File: src/rtl/tse_pkg.sv
package tse_pkg;

    // Field widths of the packed store and the raster
    localparam int unsigned ADDR_BITS   = 22;
    localparam int unsigned COL_BITS    = 16;
    localparam int unsigned ROW_BITS    = 22;
    localparam int unsigned ACC_BITS    = 24;
    localparam int unsigned MAX_RESULTS = 3;

    localparam logic [COL_BITS-1:0] MAX_ROW_WIDTH = 16'd4096;
    localparam logic [7:0]          PAD_BYTE      = 8'hCD;

    typedef enum logic [1:0] {
        KIND_DATA   = 2'd0,
        KIND_HEADER = 2'd1,
        KIND_ROW    = 2'd2
    } tse_kind_t;

    // One result beat
    typedef struct packed {
        tse_kind_t            kind;
        logic [ADDR_BITS-1:0] word_address;
        logic [31:0]          word;
    } tse_result_t;

    // All results caused by one pixel, in delivery order
    typedef struct packed {
        tse_result_t [MAX_RESULTS-1:0] res;
        logic [1:0]                    count;
        logic                          overflow;
    } tse_bundle_t;

    // Encoder state carried from pixel to pixel
    typedef struct packed {
        logic [COL_BITS-1:0]  column;
        logic [ROW_BITS-1:0]  row_count;
        logic                 span_open;
        logic [COL_BITS-1:0]  span_start_x;
        logic [15:0]          span_length;
        logic [ADDR_BITS-1:0] span_header_address;
        logic [ACC_BITS-1:0]  byte_accumulator;
        logic [1:0]           bytes_in_word;
        logic [ADDR_BITS-1:0] next_word_address;
        logic                 overflow_flag;
    } tse_state_t;

endpackage

File: src/rtl/tse_step.sv
module tse_step (
    input  tse_pkg::tse_state_t  state,
    input  logic [7:0]           transparent_value,
    input  logic [7:0]           pixel,
    input  logic                 row_last,
    input  logic                 image_start,
    output tse_pkg::tse_state_t  state_next,
    output tse_pkg::tse_bundle_t bundle,
    output logic                 has_result
);
    import tse_pkg::*;

    tse_state_t  s;
    tse_bundle_t b;
    logic [1:0]  n;
    logic        opaque;
    logic [31:0] pad_word;

    // Reserve the next store word: return {wrapped, address + 1}
    function automatic logic [ADDR_BITS:0] bump(input logic [ADDR_BITS-1:0] a);
        logic [ADDR_BITS-1:0] nx;
        nx = a + 1'b1;
        return {(nx == '0), nx};
    endfunction

    always_comb
    begin
        s        = state;
        b        = '0;
        n        = 2'd0;
        pad_word = '0;

        // Restart the image: drop any open span
        if (image_start)
        begin
            s.column            = '0;
            s.row_count         = '0;
            s.span_open         = 1'b0;
            s.span_length       = '0;
            s.byte_accumulator  = '0;
            s.bytes_in_word     = '0;
            s.next_word_address = '0;
            s.overflow_flag     = 1'b0;
        end

        // Classify the pixel; past the row limit it is skipped
        opaque = (pixel != transparent_value);
        if (s.column >= MAX_ROW_WIDTH)
        begin
            s.overflow_flag = 1'b1;
            opaque          = 1'b0;
        end

        // Append an opaque pixel, opening a span if needed
        if (opaque)
        begin
            if (!s.span_open)
            begin
                s.span_open           = 1'b1;
                s.span_start_x        = s.column;
                s.span_length         = '0;
                s.span_header_address = s.next_word_address;
                {s.overflow_flag, s.next_word_address} =
                    bump(s.next_word_address) | {s.overflow_flag, {ADDR_BITS{1'b0}}};
                s.byte_accumulator    = '0;
                s.bytes_in_word       = '0;
            end
            if (s.bytes_in_word == 2'd3)
            begin
                b.res[n].kind         = KIND_DATA;
                b.res[n].word_address = s.next_word_address;
                b.res[n].word         = {pixel, s.byte_accumulator};
                n                     = n + 2'd1;
                {s.overflow_flag, s.next_word_address} =
                    bump(s.next_word_address) | {s.overflow_flag, {ADDR_BITS{1'b0}}};
                s.byte_accumulator    = '0;
                s.bytes_in_word       = '0;
            end
            else
            begin
                case (s.bytes_in_word)
                    2'd0:    s.byte_accumulator[7:0]   = pixel;
                    2'd1:    s.byte_accumulator[15:8]  = pixel;
                    2'd2:    s.byte_accumulator[23:16] = pixel;
                    default: s.byte_accumulator        = s.byte_accumulator;
                endcase
                s.bytes_in_word = s.bytes_in_word + 2'd1;
            end
            s.span_length = s.span_length + 16'd1;
        end

        // Close the span on a transparent pixel or at row end
        if (s.span_open && (!opaque || row_last))
        begin
            if (s.bytes_in_word != 2'd0)
            begin
                pad_word[7:0]   = s.byte_accumulator[7:0];
                pad_word[15:8]  = (s.bytes_in_word >= 2'd2) ?
                                  s.byte_accumulator[15:8] : PAD_BYTE;
                pad_word[23:16] = (s.bytes_in_word == 2'd3) ?
                                  s.byte_accumulator[23:16] : PAD_BYTE;
                pad_word[31:24] = PAD_BYTE;
                b.res[n].kind         = KIND_DATA;
                b.res[n].word_address = s.next_word_address;
                b.res[n].word         = pad_word;
                n                     = n + 2'd1;
                {s.overflow_flag, s.next_word_address} =
                    bump(s.next_word_address) | {s.overflow_flag, {ADDR_BITS{1'b0}}};
            end
            b.res[n].kind         = KIND_HEADER;
            b.res[n].word_address = s.span_header_address;
            b.res[n].word         = {s.span_length, s.span_start_x};
            n                     = n + 2'd1;
            s.span_open           = 1'b0;
            s.byte_accumulator    = '0;
            s.bytes_in_word       = '0;
        end

        // Emit the row-table record, or advance the column
        if (row_last)
        begin
            s.row_count = s.row_count + 1'b1;
            if (s.row_count == '0)
            begin
                s.overflow_flag = 1'b1;
            end
            b.res[n].kind         = KIND_ROW;
            b.res[n].word_address = s.row_count;
            b.res[n].word         = {8'd0, s.next_word_address, 2'b00};
            n                     = n + 2'd1;
            s.column              = '0;
        end
        else if (s.column < MAX_ROW_WIDTH)
        begin
            s.column = s.column + 16'd1;
        end

        b.count    = n;
        b.overflow = s.overflow_flag;
    end

    assign state_next = s;
    assign bundle     = b;
    assign has_result = (n != 2'd0);

endmodule

File: src/rtl/tse_queue.sv
module tse_queue (
    input  logic                 clk,
    input  logic                 rst_n,
    input  logic                 push,
    input  tse_pkg::tse_bundle_t push_bundle,
    output logic                 full,
    output logic                 result_valid,
    input  logic                 result_stall,
    output logic [1:0]           kind,
    output logic [21:0]          word_address,
    output logic [31:0]          word,
    output logic                 last,
    output logic                 overflow
);
    import tse_pkg::*;

    tse_bundle_t slot_reg [2];
    logic [1:0]  count_reg;
    logic [1:0]  count_next;
    logic        wr_ptr_reg;
    logic        rd_ptr_reg;
    logic [1:0]  sub_reg;
    logic [1:0]  sub_next;
    logic        rd_ptr_next;
    tse_bundle_t head;
    tse_result_t cur;
    logic        pop;
    logic        head_done;

    assign head         = slot_reg[rd_ptr_reg];
    assign cur          = head.res[sub_reg];
    assign result_valid = (count_reg != 2'd0);
    assign full         = (count_reg == 2'd2);
    assign last         = (sub_reg == head.count - 2'd1);
    assign pop          = result_valid && !result_stall;
    assign head_done    = pop && last;

    assign kind         = cur.kind;
    assign word_address = cur.word_address;
    assign word         = cur.word;
    assign overflow     = head.overflow;

    // Step through the head group one beat at a time
    always_comb
    begin
        sub_next    = sub_reg;
        rd_ptr_next = rd_ptr_reg;
        if (head_done)
        begin
            sub_next    = 2'd0;
            rd_ptr_next = ~rd_ptr_reg;
        end
        else if (pop)
        begin
            sub_next = sub_reg + 2'd1;
        end
        count_next = count_reg + {1'b0, push} - {1'b0, head_done};
    end

    // Hold queue control
    always_ff @(posedge clk or negedge rst_n)
    begin
        if (!rst_n)
        begin
            count_reg  <= 2'd0;
            wr_ptr_reg <= 1'b0;
            rd_ptr_reg <= 1'b0;
            sub_reg    <= 2'd0;
        end
        else
        begin
            count_reg  <= count_next;
            rd_ptr_reg <= rd_ptr_next;
            sub_reg    <= sub_next;
            if (push)
            begin
                wr_ptr_reg <= ~wr_ptr_reg;
            end
        end
    end

    // Store a new result group
    always_ff @(posedge clk)
    begin
        if (push)
        begin
            slot_reg[wr_ptr_reg] <= push_bundle;
        end
    end

endmodule

File: src/rtl/transparent_span_encoder.sv
// Transparent span encoder. Takes one 8-bit pixel per beat in row order and
// packs runs of non-transparent pixels into spans of a word-addressed store:
// a header word (start x low half, length high half) followed by the pixels
// four to a word, the last word padded with 0xCD. Data words leave as they
// fill, the header when the span closes, and a row-table record (the byte
// offset reached) at every row end. Each pixel is processed in the cycle it
// is accepted, so pixels go in at one per clock while pixel_stall is low; a
// pixel causes zero to three result beats, delivered one per clock while
// result_stall is low from a two-group result queue, and pixel_stall rises
// only while that queue holds two groups. Write transparent_value only while
// the encoder is idle.
module transparent_span_encoder (
    input  logic        clk,
    input  logic        rst_n,
    input  logic        transparent_write,
    input  logic [7:0]  transparent_value,
    input  logic        pixel_valid,
    output logic        pixel_stall,
    input  logic [7:0]  pixel,
    input  logic        row_last,
    input  logic        image_start,
    output logic        result_valid,
    input  logic        result_stall,
    output logic [1:0]  kind,
    output logic [21:0] word_address,
    output logic [31:0] word,
    output logic        last,
    output logic        overflow
);
    import tse_pkg::*;

    tse_state_t  state_reg;
    tse_state_t  state_next;
    logic [7:0]  transparent_reg;
    tse_bundle_t bundle;
    logic        has_result;
    logic        accept;
    logic        queue_full;

    assign pixel_stall = queue_full;
    assign accept      = pixel_valid && !pixel_stall;

    // Hold the transparent key
    always_ff @(posedge clk or negedge rst_n)
    begin
        if (!rst_n)
        begin
            transparent_reg <= 8'd0;
        end
        else if (transparent_write)
        begin
            transparent_reg <= transparent_value;
        end
    end

    // Advance encoder state on each accepted beat
    always_ff @(posedge clk or negedge rst_n)
    begin
        if (!rst_n)
        begin
            state_reg <= '0;
        end
        else if (accept)
        begin
            state_reg <= state_next;
        end
    end

    tse_step u_step (
        .state             (state_reg),
        .transparent_value (transparent_reg),
        .pixel             (pixel),
        .row_last          (row_last),
        .image_start       (image_start),
        .state_next        (state_next),
        .bundle            (bundle),
        .has_result        (has_result)
    );

    tse_queue u_queue (
        .clk          (clk),
        .rst_n        (rst_n),
        .push         (accept && has_result),
        .push_bundle  (bundle),
        .full         (queue_full),
        .result_valid (result_valid),
        .result_stall (result_stall),
        .kind         (kind),
        .word_address (word_address),
        .word         (word),
        .last         (last),
        .overflow     (overflow)
    );

endmodule

File: config.mk
export PLATFORM = sky130hd
export DESIGN_NAME = transparent_span_encoder
export DESIGN_NICKNAME = d
export VERILOG_FILES = /design/src/rtl/tse_pkg.sv /design/src/rtl/tse_step.sv /design/src/rtl/tse_queue.sv /design/src/rtl/transparent_span_encoder.sv
export SDC_FILE = /design/constraint.sdc
export NUM_CORES = 1
export LEC_CHECK = 0
export ABC_AREA = 1
export CORE_MARGIN = 2
export CORE_UTILIZATION = 35
export DETAILED_ROUTE_END_ITERATION = 10
export DONT_BUFFER_PORTS = 1
export PLACE_DENSITY_LB_ADDON = 0.25
export SLEW_MARGIN = 20
export SYNTH_ARGS = -nofsm -noshare
export SYNTH_HDL_FRONTEND = slang
export SYNTH_SLANG_ARGS = --single-unit
export TNS_END_PERCENT = 50
File: constraint.sdc
create_clock -name clk -period 32 [get_ports clk]
set_input_delay 1.6 -clock clk [delete_from_list [all_inputs] [get_ports clk]]
set_output_delay 1.6 -clock clk [all_outputs]
set_load 0.01 [all_outputs]
### Yosys cells after proc, flatten, opt, wreduce, memory -nomap -nowiden

Memory sizes are Yosys's and may differ from the RTL's.
Index checks and enable logic that the tools add are counted.

* latch bits: 0
* bits in read-only memories: 0
* logic and storage cells: 141
* memories: 1
* RAM bits: 342
* register bits after elaboration: 156

* $add $sub $neg: 14
* multiply operators: 0
* div/mod/pow operators: 0
* multiplexer cells: 68
* reductions and logical operators: 21
* equality and inequality tests: 7
* shifts and indexed selects: 0
* bitwise logic cells: 5
* order comparisons: 10

Memory list
* u_queue.slot_reg: words 2, width 171, rd ports 1, clocked after Yosys merged registers in 0, wr ports 1, RTL line tse_queue.sv:17 `tse_bundle_t slot_reg [2];`

Operators by type and width (number)
* 168-bit bitwise mux: 9
* 56-bit demux with 2-bit select: 9
* 168-bit 2-to-1 mux: 4
* 56-bit 2-to-1 mux: 5
* 54-bit 2-to-1 mux: 4
* 104-bit 2-to-1 mux: 2
* 56-bit binary-select mux with 2-bit select: 1
* 103-bit 2-to-1 mux: 1
* 49-bit 2-to-1 mux: 2
* 32-bit 2-to-1 mux: 3
* 22-bit by 1-bit adder with 22-bit output (second input constant): 4
* 22-bit zero test: 4
* 23-bit bitwise OR: 3
* 16-bit 2-to-1 mux: 3
* 23-bit 2-to-1 mux: 2
* 8-bit 2-to-1 mux: 5
* 39-bit 2-to-1 mux: 1
* 16-bit by 1-bit adder with 16-bit output (second input constant): 2
* 26-bit 2-to-1 mux: 1
* 22-bit 2-to-1 mux: 1
* 16-bit by 13-bit >= comparator with 1-bit output (second input constant): 1
* 16-bit by 13-bit < comparator with 1-bit output (second input constant): 1
* 2-bit 2-to-1 mux: 7
* 2-bit by 3-bit < comparator with 1-bit output (second input constant): 4
* other kinds (17): 46

### Depth between registers and ports, before layout

* word-level depth: 26
* mapped depth: 36

### Cells and area by module

A second synthesis with hierarchy kept.

* cell total of the unflattened synthesis: 3652
* area, all modules: 29704.7 µm²

Modules (own cells, without submodules)
* tse_queue: area each 13805.7 µm², cells an instance 966, seq. area each 10420.0 µm², times used 1
* tse_step: area each 9964.6 µm², cells an instance 2035, seq. area each 0.0 µm², times used 1
* transparent_span_encoder: area each 5934.4 µm², cells an instance 651, seq. area each 3753.6 µm², times used 1

### Worst setup path before layout

No wires, ideal clock.

* path type: input to register
* start: input port image_start
* end: memory u_queue.slot_reg[0][0] (netlist bit) (enable)
* setup time: 705 ps
* path buffers: 11
* data arrival time: 13037 ps
* data required time: 31295 ps
* stages on the path: 25
* slack: 18258 ps
* cells stage by stage: buf_6 inv_6 buf_12 nand2_8 buf_6 buf_2 buf_2 clkbuf_1 clkbuf_1 nor2_1 ha_1 clkbuf_1 clkinv_1 clkbuf_1 nor2_1 buf_2 inv_1 clkbuf_1 ha_1 nor2_1 inv_2 ha_1 o21ai_0 o21ai_1 nor2_1

RTL lines
* start, declared: RTL line transparent_span_encoder.sv:21 `input logic image_start,`
* end, declared: RTL line tse_queue.sv:17

==> out/summary.md <==
## Clock tree
* CTS sink count: 498
* CTS root buf: sky130_fd_sc_hd__clkbuf_16
* CTS H-tree lvls: 2
* CTS tree: yes
* post-CTS sizing: 0
* setup fix buffers added after clock tree synthesis: 0
* clock buffers created by TritonCTS: 52
* Post-CTS Hold Buffers: 0
* deepest clock path buffer count: 3
* Skew-Pair Late Insertion Delay: 0.64 ns
* clock transition at the registers of the reported paths: 0.06 ns

## Timing
* final number of setup-violating endpoints: 0
* final critical-path share of the clock period: 0.217
* Final WS setup: 25.07 ns
* maximum clock frequency: 0.144 GHz
* worst relative slew slack: 0.136
* clk_skew: 0.0389 ns
* Final Slew Violations: 0
* slew at the pin closest to its max-slew limit: 1.29 ns
* aggregate negative setup slack: 0 ns
* Final Hold Fails: 0
* minimum clock period after layout: 6.93 ns
* RSZ-0062 raised after global routing: false

## Place
* Routability Congestion: 0.918
* dpl cell area: 29000 sq um
* number of buffers inserted by port buffering: 0
* pre-CTS setup slack: 24.42 ns
* half-perimeter wire length after detailed placement: 66800 um

## Routing
* routed via count divided by cell count: 5.62
* DRC errors left: 0
* final antenna-violating net count: 0
* via count of the routed design: 24300
* number of detailed-route iterations in the first pass: 6
* Total Wirelength: 97300 um
* routed wire length per instance: 22.5 um
* drt first-iter violations: 2589

## Power
* total power per unit cell area: 83.4 nW/um^2
* relative contribution of the clock network to total power: 0.250
* net load switching power: 1.10 mW
* leakage power: 11.8 nW
* combinational fraction of design power: 0.386
* switching share of power: 0.427
* internal power summed over all cells: 1.47 mW
* share of total power in sequential cells: 0.365
* worst vdd ir: 0.0000546 V

## Job
* Maximum Capacitance Violations: 0

## Run status
* outcome: complete, no violations

## Global route
* Global Route Usage Sum: 0.232
* largest net degree at the start of global routing: 157
* total overflow reported by the global router: 0
* vias in the first global route: 22400
* antenna violations before repair: 4
* global-route wire length before repair: 146000 um

## Critical path
* kind of critical path: in -> reg
* worst setup path startpoint: image_start
* required time of the worst setup path: 32.23 ns
* endpoint of the lowest-slack register-to-register path: u_queue.slot_reg[1][48]$_DFFE_PP_
* flop-to-flop setup slack: 25.86 ns
* highest fanout seen on the critical path: 64
* Reg2Reg Depth: 19
* origin of the critical flop-to-flop path: transparent_reg[0]$_DFFE_PN0P_
* arrival time at the worst endpoint: 7.17 ns
* type of element capturing the critical path: register
* endpoint of the worst setup timing path: u_queue.slot_reg[1][48]$_DFFE_PP_
* nature of the critical path startpoint: input pin

## Die
* die width: 287 um
* core box area: 79100 sq um
* IO Count: 83
* die height: 287 um
* floorplan die area: 82400 sq um
* Initial Util: 0.355
* number of placement rows: 103

## Hold path
* type of the worst min-delay path: reg -> reg

## Synth
* nets in the synthesized netlist: 3369
* async set-or-reset flop fraction in the synthesized netlist: 0.313
* main flop type after synthesis: sky130_fd_sc_hd__edfxtp_1
* count of cell types in the netlist: 64
* Yosys Warn Count: 0
* Cells after Synth: 3327
* combined area of all synthesized cells: 28100 sq um
* flop and latch count out of synthesis: 498
* part of the Yosys area used for sequential elements: 0.505
* count of flip-flops with a built-in enable after synthesis: 342
* synthesized area per cell: 8.43 sq um

## Finish
* max FFs per register: 342
* ratio of cells with drive above 1 in the final layout: 0.0904
* final core utilization: 0.389
* Area Growth Syn to Fin: 9.78%
* total non-filler cell area in the finished layout: 30800 sq um
* Total Nets Final: 3273

==> placed cells by master, fill, tap and decap left out, drive strengths merged, types with 8 or more instances in the layout <==
| cell | netlist | final |
|---|---|---|
| ha | 19 | 19 |
| buf | 51 | 52 |
| o2111ai | 11 | 11 |
| o21a | 8 | 8 |
| o221ai | 34 | 34 |
| xor2 | 35 | 35 |
| dfrtp | 156 | 156 |
| o32ai | 58 | 58 |
| nor3 | 28 | 28 |
| o211ai | 8 | 8 |
| nor2 | 477 | 477 |
| nand2 | 709 | 709 |
| o31ai | 16 | 16 |
| o22ai | 95 | 95 |
| xnor2 | 13 | 13 |
| clkinv | 4 | 19 |
| nand3 | 168 | 168 |
| a21oi | 88 | 88 |
| edfxtp | 342 | 342 |
| clkbuf | 151 | 69 |
| a32oi | 8 | 8 |
| nand4 | 31 | 31 |
| a31oi | 12 | 12 |
| a22oi | 20 | 20 |
| inv | 285 | 288 |
| o21ai | 461 | 461 |
==> how the worst min path moves through the flow <==
stage / startpoint / endpoint / cells after the start
final: state_reg[61]$_DFFE_PN0P_ / state_reg[61]$_DFFE_PN0P_ / 2
after global routing: state_reg[52]$_DFFE_PN0P_ / state_reg[52]$_DFFE_PN0P_ / 2
after CTS: state_reg[98]$_DFFE_PN0P_ / state_reg[98]$_DFFE_PN0P_ / 2
after detailed placement: state_reg[98]$_DFFE_PN0P_ / state_reg[98]$_DFFE_PN0P_ / 2
after global placement: state_reg[93]$_DFFE_PN0P_ / state_reg[93]$_DFFE_PN0P_ / 2
after floorplan: state_reg[50]$_DFFE_PN0P_ / state_reg[50]$_DFFE_PN0P_ / 2
==> critical path: stages <==
cell and delay (ns):
sky130_fd_sc_hd__inv_6 0.38, sky130_fd_sc_hd__nand2_8 0.36, sky130_fd_sc_hd__nor2_1 0.30, sky130_fd_sc_hd__ha_1 0.18
sky130_fd_sc_hd__buf_4 0.35, sky130_fd_sc_hd__clkinv_1 0.17, sky130_fd_sc_hd__nor2_2 0.15, sky130_fd_sc_hd__buf_4 0.35
sky130_fd_sc_hd__ha_1 0.48, sky130_fd_sc_hd__nand2_1 0.11, sky130_fd_sc_hd__nand2_1 0.15, sky130_fd_sc_hd__inv_1 0.06
sky130_fd_sc_hd__ha_1 0.26, sky130_fd_sc_hd__o21ai_0 0.32, sky130_fd_sc_hd__o21ai_1 0.33, sky130_fd_sc_hd__nor2_4 0.18
sky130_fd_sc_hd__buf_4 0.51, sky130_fd_sc_hd__buf_4 0.72
==> power by group through the flow <==
stage,Combinational [mW],Clock (mW),Sequential (mW)
after CTS,0.986,0.650,0.936
final,0.991,0.641,0.936
after detailed placement,0.983,0,0.948
after global placement,0.983,0,0.947
after floorplan,0.667,0,0.936
after global routing,1.09,0.674,0.950
==> area by class of cell <==
type / count / area, sq um
clock buffer: 69 / 1420
clock inverter: 29 / 384
sequential: 498 / 14200
fill: 7967 / 48300
tap: 1050 / 1310
multi-input combinational: 2338 / 12000
antenna: 1 / 2.50
inverter: 289 / 1090
timing repair buffer: 52 / 390
==> cell usage after synthesis, types with 6 or more instances <==
cell / number / area share
sky130_fd_sc_hd__nand2_2: 41 / 0.0091
sky130_fd_sc_hd__o32ai_1: 58 / 0.018
sky130_fd_sc_hd__nor2_2: 20 / 0.0045
sky130_fd_sc_hd__o211ai_1: 8 / 0.0021
sky130_fd_sc_hd__a211oi_1: 7 / 0.0019
sky130_fd_sc_hd__xnor2_1: 13 / 0.0041
sky130_fd_sc_hd__nand3_1: 149 / 0.027
sky130_fd_sc_hd__clkbuf_1: 150 / 0.020
sky130_fd_sc_hd__inv_2: 27 / 0.0036
sky130_fd_sc_hd__a32oi_1: 8 / 0.0025
sky130_fd_sc_hd__nor2_1: 438 / 0.059
sky130_fd_sc_hd__edfxtp_1: 342 / 0.37
sky130_fd_sc_hd__a21oi_1: 85 / 0.015
sky130_fd_sc_hd__o221ai_1: 34 / 0.011
sky130_fd_sc_hd__dfrtp_1: 156 / 0.14
sky130_fd_sc_hd__xor2_1: 35 / 0.011
sky130_fd_sc_hd__o21ai_0: 433 / 0.077
sky130_fd_sc_hd__nand2_1: 661 / 0.088
sky130_fd_sc_hd__nor3_1: 25 / 0.0045
sky130_fd_sc_hd__a31oi_1: 12 / 0.0027
sky130_fd_sc_hd__nor2_4: 15 / 0.0060
sky130_fd_sc_hd__inv_1: 257 / 0.034
sky130_fd_sc_hd__o2111ai_1: 11 / 0.0034
sky130_fd_sc_hd__o21a_1: 8 / 0.0021
sky130_fd_sc_hd__ha_1: 19 / 0.0085
sky130_fd_sc_hd__o31ai_1: 16 / 0.0043
sky130_fd_sc_hd__nand2_4: 6 / 0.0024
sky130_fd_sc_hd__a22oi_1: 20 / 0.0054
sky130_fd_sc_hd__o22ai_1: 95 / 0.021
sky130_fd_sc_hd__o21ai_1: 25 / 0.0045
sky130_fd_sc_hd__nand4_1: 31 / 0.0069
sky130_fd_sc_hd__buf_1: 27 / 0.0036
sky130_fd_sc_hd__nand3_2: 14 / 0.0050
sky130_fd_sc_hd__buf_2: 15 / 0.0027
==> cells by family after synthesis <==
| family | count (synthesis) | synth area share |
|---|---|---|
| DFF | 498 | 0.505 |
| xor gates and xnor gates | 48 | 0.0150 |
| and+or+nand+nor | 1424 | 0.222 |
| muxes | 3 | 0.00116 |
| buffers and inverters | 491 | 0.0687 |
| AOI/OAI and AO/OA | 844 | 0.179 |
| adders and majority gates | 19 | 0.00847 |
==> metrics by stage <==
stage,hold WS [ns],total power [mW],instances
2_1_floorplan,0.448,1.60,3327
3_3_place_gp,0.461,1.93,4227
3_5_place_dp,0.468,1.93,4227
4_1_cts,0.484,2.57,4325
5_1_grt,0.500,2.71,4325
6_report,0.481,2.57,4326
==> routing by layer <==
layer  vias to the layer above  track usage  share of wire
li1                      11300            -              -
met1                     11800        0.339           0.45
met2                      1037        0.346           0.43
met3                       146       0.0434          0.089
met4                         4       0.0719          0.030
met5                         -            0        0.00027
No activity file was read; power rests on OpenSTA's default activity.
